`src/hw/rtl/qrs_sqrt.sv`:
```
// Pipelined integer square root, one root bit per stage, with sideband.
`default_nettype none
module qrs_sqrt #(
    parameter int SW     = 33,
    parameter int SIDE_W = 8,
    localparam int RW    = 2 * SW,
    localparam int REMW  = SW + 2
) (
    input  logic              clk,
    input  logic              rst_n,
    input  logic              adv,
    input  logic              in_vld,
    input  logic [RW-1:0]     rad,
    input  logic [SIDE_W-1:0] side,
    output logic              out_vld,
    output logic [SW-1:0]     root,
    output logic [SIDE_W-1:0] side_out
);
    logic              vld_reg  [0:SW];
    logic [RW-1:0]     rad_reg  [0:SW];
    logic [SW-1:0]     root_reg [0:SW];
    logic [REMW-1:0]   rem_reg  [0:SW];
    logic [SIDE_W-1:0] side_reg [0:SW];

    always_comb
    begin
        vld_reg[0]  = in_vld;
        rad_reg[0]  = rad;
        root_reg[0] = '0;
        rem_reg[0]  = '0;
        side_reg[0] = side;
    end

    for (genvar i = 0; i < SW; i++)
    begin : g_stage
        logic [REMW+1:0] t_rem;
        logic [REMW+1:0] trial;
        logic            ge;

        always_comb
        begin
            t_rem = {rem_reg[i], rad_reg[i][RW-1 -: 2]};
            trial = (REMW+2)'({root_reg[i], 2'b01});
            ge    = (t_rem >= trial);
        end

        always_ff @(posedge clk or negedge rst_n)
        begin
            if (!rst_n)
            begin
                vld_reg[i+1] <= 1'b0;
            end
            else if (adv)
            begin
                vld_reg[i+1] <= vld_reg[i];
            end
        end

        always_ff @(posedge clk)
        begin
            if (adv)
            begin
                rad_reg[i+1]  <= rad_reg[i] << 2;
                root_reg[i+1] <= {root_reg[i][SW-2:0], ge};
                rem_reg[i+1]  <= ge ? REMW'(t_rem - trial) : REMW'(t_rem);
                side_reg[i+1] <= side_reg[i];
            end
        end
    end

    assign out_vld  = vld_reg[SW];
    assign root     = root_reg[SW];
    assign side_out = side_reg[SW];
endmodule
`default_nettype wire

```
`config.mk`:
```
export PLATFORM = sky130hd
export DESIGN_NAME = qrs_sqrt
export DESIGN_NICKNAME = d
export VERILOG_FILES = /design/src/hw/rtl/qrs_sqrt.sv
export SDC_FILE = /design/constraint.sdc
export NUM_CORES = 2
export LEC_CHECK = 0
export BUFFER_PORTS_ARGS = -buffer_cell sky130_fd_sc_hd__buf_2
export CAP_MARGIN = 20
export CORE_ASPECT_RATIO = 0.7
export CORE_MARGIN = 2
export CORE_UTILIZATION = 35
export CTS_CLUSTER_SIZE = 40
export DETAILED_ROUTE_END_ITERATION = 6
export HOLD_SLACK_MARGIN = 0.1
export PLACE_DENSITY = 0.53
export SLEW_MARGIN = 20
export SYNTH_ARGS = -nofsm -noshare
export SYNTH_HDL_FRONTEND = slang
export SYNTH_SLANG_ARGS = --single-unit
```
`constraint.sdc`:
```
create_clock -name clk -period 8.08 [get_ports clk]
set_input_delay 0.808 -clock clk [delete_from_list [all_inputs] [get_ports clk]]
set_output_delay 0.808 -clock clk [all_outputs]
set_load 0.05 [all_outputs]
```
-- Word-level counts from Yosys, hierarchy flattened
Cells that the tools add are included.
- add/subtract/negate cells: 32
- multipliers: 0
- div/mod/pow operators: 0
- $lt $le $gt $ge: 33
- equal/unequal tests: 0
- shifts and indexed selects: 0
- multiplexer cells: 32
- bitwise gates (word level): 0
- reductions and logical operators: 0
- operator list (operator ; count):
    $mux W35 ; 31
    $ge A37 B10 Y1 ; 1
    $ge A37 B11 Y1 ; 1
    $ge A37 B12 Y1 ; 1
    $ge A37 B13 Y1 ; 1
    $ge A37 B14 Y1 ; 1
    $ge A37 B15 Y1 ; 1
    $ge A37 B16 Y1 ; 1
    $ge A37 B17 Y1 ; 1
    $ge A37 B18 Y1 ; 1
    $ge A37 B19 Y1 ; 1
    $ge A37 B20 Y1 ; 1
    $ge A37 B21 Y1 ; 1
    $ge A37 B22 Y1 ; 1
    $ge A37 B23 Y1 ; 1
    $ge A37 B24 Y1 ; 1
    $ge A37 B25 Y1 ; 1
    $ge A37 B26 Y1 ; 1
    $ge A37 B27 Y1 ; 1
    $ge A37 B28 Y1 ; 1
    $ge A37 B29 Y1 ; 1
    $ge A37 B3 Y1 ; 1
    $ge A37 B30 Y1 ; 1
    $ge A37 B31 Y1 ; 1
    43 further kinds ; 43
- bits in registers: 3002
- bits in latches: 0
- bits in writable memories: 0
- ROM bits: 0
- input bits: 78
- logic and storage cells: 261
- memories kept: 0

-- Longest topological paths before layout
- depth in word-level cells: 2
- depth in mapped cells: 15
- gate-level depth less buffers: 14

-- Least setup slack after synthesis
No wires, ideal clock.
- path type: reg2reg
- start point: reg rem_reg (netlist bit g_stage[6].t_rem[26])
- end point: reg rem_reg (netlist bit g_stage[7].t_rem[31]), data pin
- setup time: 0.267 ns
- arrival: 3.571 ns
- data required time: 7.813 ns
- path slack: 4.242 ns
- cell stages (with the launch flop): 10
- path buffers: 1
- period minus slack after synthesis: 3.838 ns
- cells stage by stage: edfxtp_1 or4_2 or3_2 or4_4 o31ai_2 or4b_4 or2_1 buf_6 o31ai_1 o21ai_0
- cells in the longest elaborated chain, start to end: 2
- elaborated cells on any way between the ends: 3
- ends and longest elaborated chain (item ; RTL line ; RTL):
    from (decl) ; 22 ; logic [REMW-1:0] rem_reg [0:SW];
    from (signal, indexed assignment) ; 65 ; rem_reg[i+1] <= ge ? REMW'(t_rem - trial) : REMW'(t_rem);
    $sub A35 B8 Y35 or $ge A37 B8 Y1 (tied branches) ; 65, 44 ;
    $mux W35 * ; 65 ;
Mark *: on every way between the ends. The rest lies on a longest branch, timed or not.
A chain may end at the register's enable or synchronous reset.

-- Worst setup path after layout
- start point: reg rem_reg (netlist bit g_stage[27].t_rem[3])
- end point: reg rem_reg (netlist bit g_stage[28].t_rem[12]), data pin
- cells in the longest elaborated chain, start to end: 2
- elaborated cells on any way between the ends: 3
- ends and longest elaborated chain (item ; RTL line):
    $sub A35 B29 Y35 or $ge A37 B29 Y1 (tied branches) ; 65, 44
    $mux W35 * ; 65
Marks and branches as above.

==> summary.md <==
| Metric | Value |
|---|---|
| Outcome | `finished, final reports clean` |
| Finish-stage setup viols | `0` |
| Clk slew on worst S/H paths | `60 ps` |
| Main flop type after synthesis | `edfxtp_1` |
| Largest fanout on the critical path | `27` |
| Final net count | `11,100` |
| Root Buffer | `clkbuf_16` |
| Slowest stage delay, CP | `610 ps` |
| GR Util All Layers | `0.146` |
| Hold-fix buffers at CTS | `77` |
| RSZ-0062 raised after global routing | `false` |
| Crit path kind | `flop to flop` |
| Final WL | `291,000 µm` |
| Maximum buffer depth of the clock tree | `4` |
| Layout cell share with drive strength beyond 1 | `0.0783` |
| Startpoint types | `flop` |
| WHS Path Cells | `0` |
| Critical Path RT | `8740 ps` |
| Max reg flops | `1,131` |
| Setup bufs post-CTS | `0` |
| Period utilization | `0.588` |
| Core ar. | `382,000 µm²` |
| Flops & latches, synth | `2,981` |
| Vias in the first global route | `75,900` |
| CTS tree | `built` |
| Initial Util | `0.351` |
| Resized cells post-CTS | `0` |
| Tot Pwr | `43.5 mW` |
| Skew final | `77.3 ps` |
| Post-detail-place hpwl | `206,000 µm` |
| I/O pins | `120` |
| Yosys Warn Count | `0` |
| Crit Reg-Reg Endpoint | `g_stage[28].t_rem[12]` |
| Fin util | `0.398` |
| IO buf count | `119` |
| Die W | `744 µm` |
| Unique masters post-synth | `94` |
| Reg2reg setup slack | `3330 ps` |
| Filler instances | `35,300` |
| Htree depth | `5` |
| Tmin final | `4750 ps` |
| Fin Setup TNS | `0 ps` |
| # rows | `190` |
| Area post-placement | `141,000 µm²` |
| Vias | `79,300` |
| Design Area, Final | `152,000 µm²` |
| Post-Synthesis Cells | `10,000` |
| CTS Buf Count | `316` |
| Fmax | `211 MHz` |
| Final Hold Fails | `0` |
| First-pass GRT wire length | `451,000 µm` |
| DRC | `0` |
| Slew HR | `0.242` |
| GPL Wtd Cong | `0.890` |
| P per Cell Area | `286 nW/µm²` |
| Post-synth EDFFs | `2,948` |
| Initial detailed-routing violation count | `7,464` |
| Initial antenna violation count | `11` |
| Worst hold start | `rad_reg[1225]` |
| GRT overflow | `0` |
| Worst-margin pin slew | `1130 ps` |
| Average cell area after synthesis | `13.3 µm²` |
| DIE HEIGHT | `522 µm` |
| Worst skew pair latency | `960 ps` |
| P&R area growth vs syn | `13.5%` |
| Register-to-Register Path Depth | `14` |
| Routed len/inst | `18.5 µm` |
| Arrival @ worst endpoint | `5410 ps` |
| Static leakage | `56.6 nW` |
| Final ANT Viol Nets | `0` |
| Worst min path class | `flop to flop` |
| Ys async rst share | `0.0111` |
| DIE AREA | `388,000 µm²` |
| Sinks on Clock Net | `2,981` |
| Mapped Nets | `10,700` |
| Largest net degree at the start of global routing | `203` |
| Final Slew Violations | `0` |
| Slowest cell on crit path | `a221oi_1` |
| Worst reg2reg path startpoint | `g_stage[27].t_rem[3]` |
| Netlist Area Pre-Place | `134,000 µm²` |
| Worst hold endpoint | `rad_reg[1161]` |
| IR drop worst, VDD | `168 µV` |
| Drt pass-1 iters | `6` |
| Sequential share of the synthesized area | `0.667` |
| Worst setup EP type | `flop` |
| Vias per cell | `5.03` |
| Final hold slack | `350 ps` |
| Critical Path, Cell by Cell | `ha_1 -> o21ai_0 -> a22oi_1 -> a221oi_1 -> a31oi_1 -> a41oi_1 -> o21ai_0 -> a21o_1 -> nor2_1 -> buf_4 -> clkinv_1 -> buf_4 -> nor2_1 -> a21oi_1` |
| Max-Cap Viols | `0` |
[layout make-up]
cell class,instances,area (µm²),share of cell area
Clock buffer,383,8310,0.0546
Clock inverter,187,1940,0.0127
Timing Repair Buffer,267,2110,0.0139
Tap cell,5088,6370,0.0418
Sequential cell,2981,89400,0.587
Multi-Input combinational cell,6097,41200,0.271
Antenna cell,2,5.00,0.0000329
Inverter,769,2890,0.0190
[worst max-delay path, delay by kind of cell (launching register included)]
| kind | cells | cell delay, ps |
|---|---|---|
| DFF | 1 | 390 |
| AOI/OAI and AO/OA | 8 | 2370 |
| buffers and inverters | 3 | 1080 |
| and+or+nand+nor | 2 | 220 |
| adders and majority gates | 1 | 370 |
[report_power, final]
group	leakage, nW	internal [mW]	switching (mW)
Combinational	22.8	3.38	4.90
Clock	4.98	8.25	6.22
Sequential	28.8	19.5	1.32
[synth_stat cells (all sizes together), types with 15 or more instances]
cell type,instances,area share
a21oi,522,0.019
nand2b,123,0.0057
or3,113,0.0054
nor2b,93,0.0043
nand2,795,0.022
and3,56,0.0026
mux2,88,0.0074
and4,16,0.0010
edfxtp,2948,0.66
a21o,234,0.013
xor2,462,0.030
nor3,247,0.0094
o21bai,38,0.0021
a31oi,55,0.0026
xnor2,428,0.028
nor3b,17,0.00095
nor2,504,0.014
o31ai,67,0.0038
mux2i,15,0.0011
or4,74,0.0042
buf,17,0.00077
nand3,174,0.0065
inv,767,0.021
o21a,109,0.0061
nand4,92,0.0043
clkbuf,178,0.0050
o21ai,598,0.022
a21boi,25,0.0014
nand3b,24,0.0013
a2111oi,17,0.0011
nor4,148,0.0071
and2,30,0.0014
a211o,22,0.0014
ha,596,0.056
a211oi,47,0.0027
o211ai,26,0.0015
dfrtp,33,0.0062
or2,41,0.0019
[per-layer routing]
metal  up-vias  routed length [µm]  global-route usage  part of all wire
met3       453               17200              0.0241             0.059
met2      2083              114000               0.199              0.39
met5         -                   0                   0                 0
met1     38700              153000               0.238              0.53
li1      38100                   -                   -                 -
met4         0                6550              0.0358             0.022
[worst max path at each step]
stage | startpoint | end | slack, ps | cells past startpoint
finish | g_stage[27].t_rem[3] | g_stage[28].t_rem[12] | 3330 | 14
global route | g_stage[27].t_rem[3] | g_stage[28].t_rem[12] | 2780 | 14
CTS | g_stage[27].t_rem[3] | g_stage[28].t_rem[12] | 3360 | 14
detailed placement | g_stage[27].t_rem[3] | g_stage[28].t_rem[5] | 3420 | 14
global placement | g_stage[27].t_rem[3] | g_stage[28].t_rem[4] | 3440 | 14
floorplan | g_stage[6].t_rem[26] | g_stage[7].t_rem[31] | 4240 | 9
[placed cells by master, fill, tap and decap left out, types with 22 or more instances in the layout]
cell type / count
bufinv_16: 27
o21bai_1: 38
or3_1: 108
o31ai_1: 66
buf_4: 55
ha_1: 596
nand3b_1: 24
nor3_1: 241
xor2_1: 462
xnor2_1: 428
a21boi_0: 25
a21oi_1: 520
or2_2: 40
nor4_1: 144
a211oi_1: 43
clkbuf_16: 321
dlygate4sd3_1: 77
clkinv_2: 66
o211ai_1: 26
nand2b_1: 123
a211o_1: 22
nor2b_1: 92
a21o_1: 234
nand4_1: 92
or4_1: 71
o21a_1: 109
and3_1: 56
o21ai_0: 598
a31oi_1: 52
inv_1: 764
dfrtp_1: 33
buf_2: 118
nand3_1: 174
clkinv_1: 52
edfxtp_1: 2948
clkbuf_1: 58
nor2_1: 502
nand2_1: 794
mux2_2: 88
and2_1: 29
[logic make-up (layout without fill, tap and decap cells)]
group | Yosys count | count (layout) | synth area share
other cells | 1 | 3 | 0.0000280
compound gates | 1920 | 1920 | 0.0883
buf+inv | 964 | 1606 | 0.0273
simple gates | 2587 | 2587 | 0.0954
xor+xnor | 890 | 890 | 0.0582
fa+ha+maj | 596 | 596 | 0.0556
mux | 103 | 103 | 0.00851
flops | 2981 | 2981 | 0.667
[metrics by stage]
| stage | setup slack, ps | instances |
|---|---|---|
| 6_report | 3330 | 15800 |
| 5_1_grt | 2780 | 15800 |
| 4_1_cts | 3360 | 15800 |
| 3_5_place_dp | 3420 | 15100 |
| 3_3_place_gp | 3440 | 15100 |
| 2_1_floorplan | 4240 | 10000 |
No activity file was read; power rests on OpenSTA's default activity.
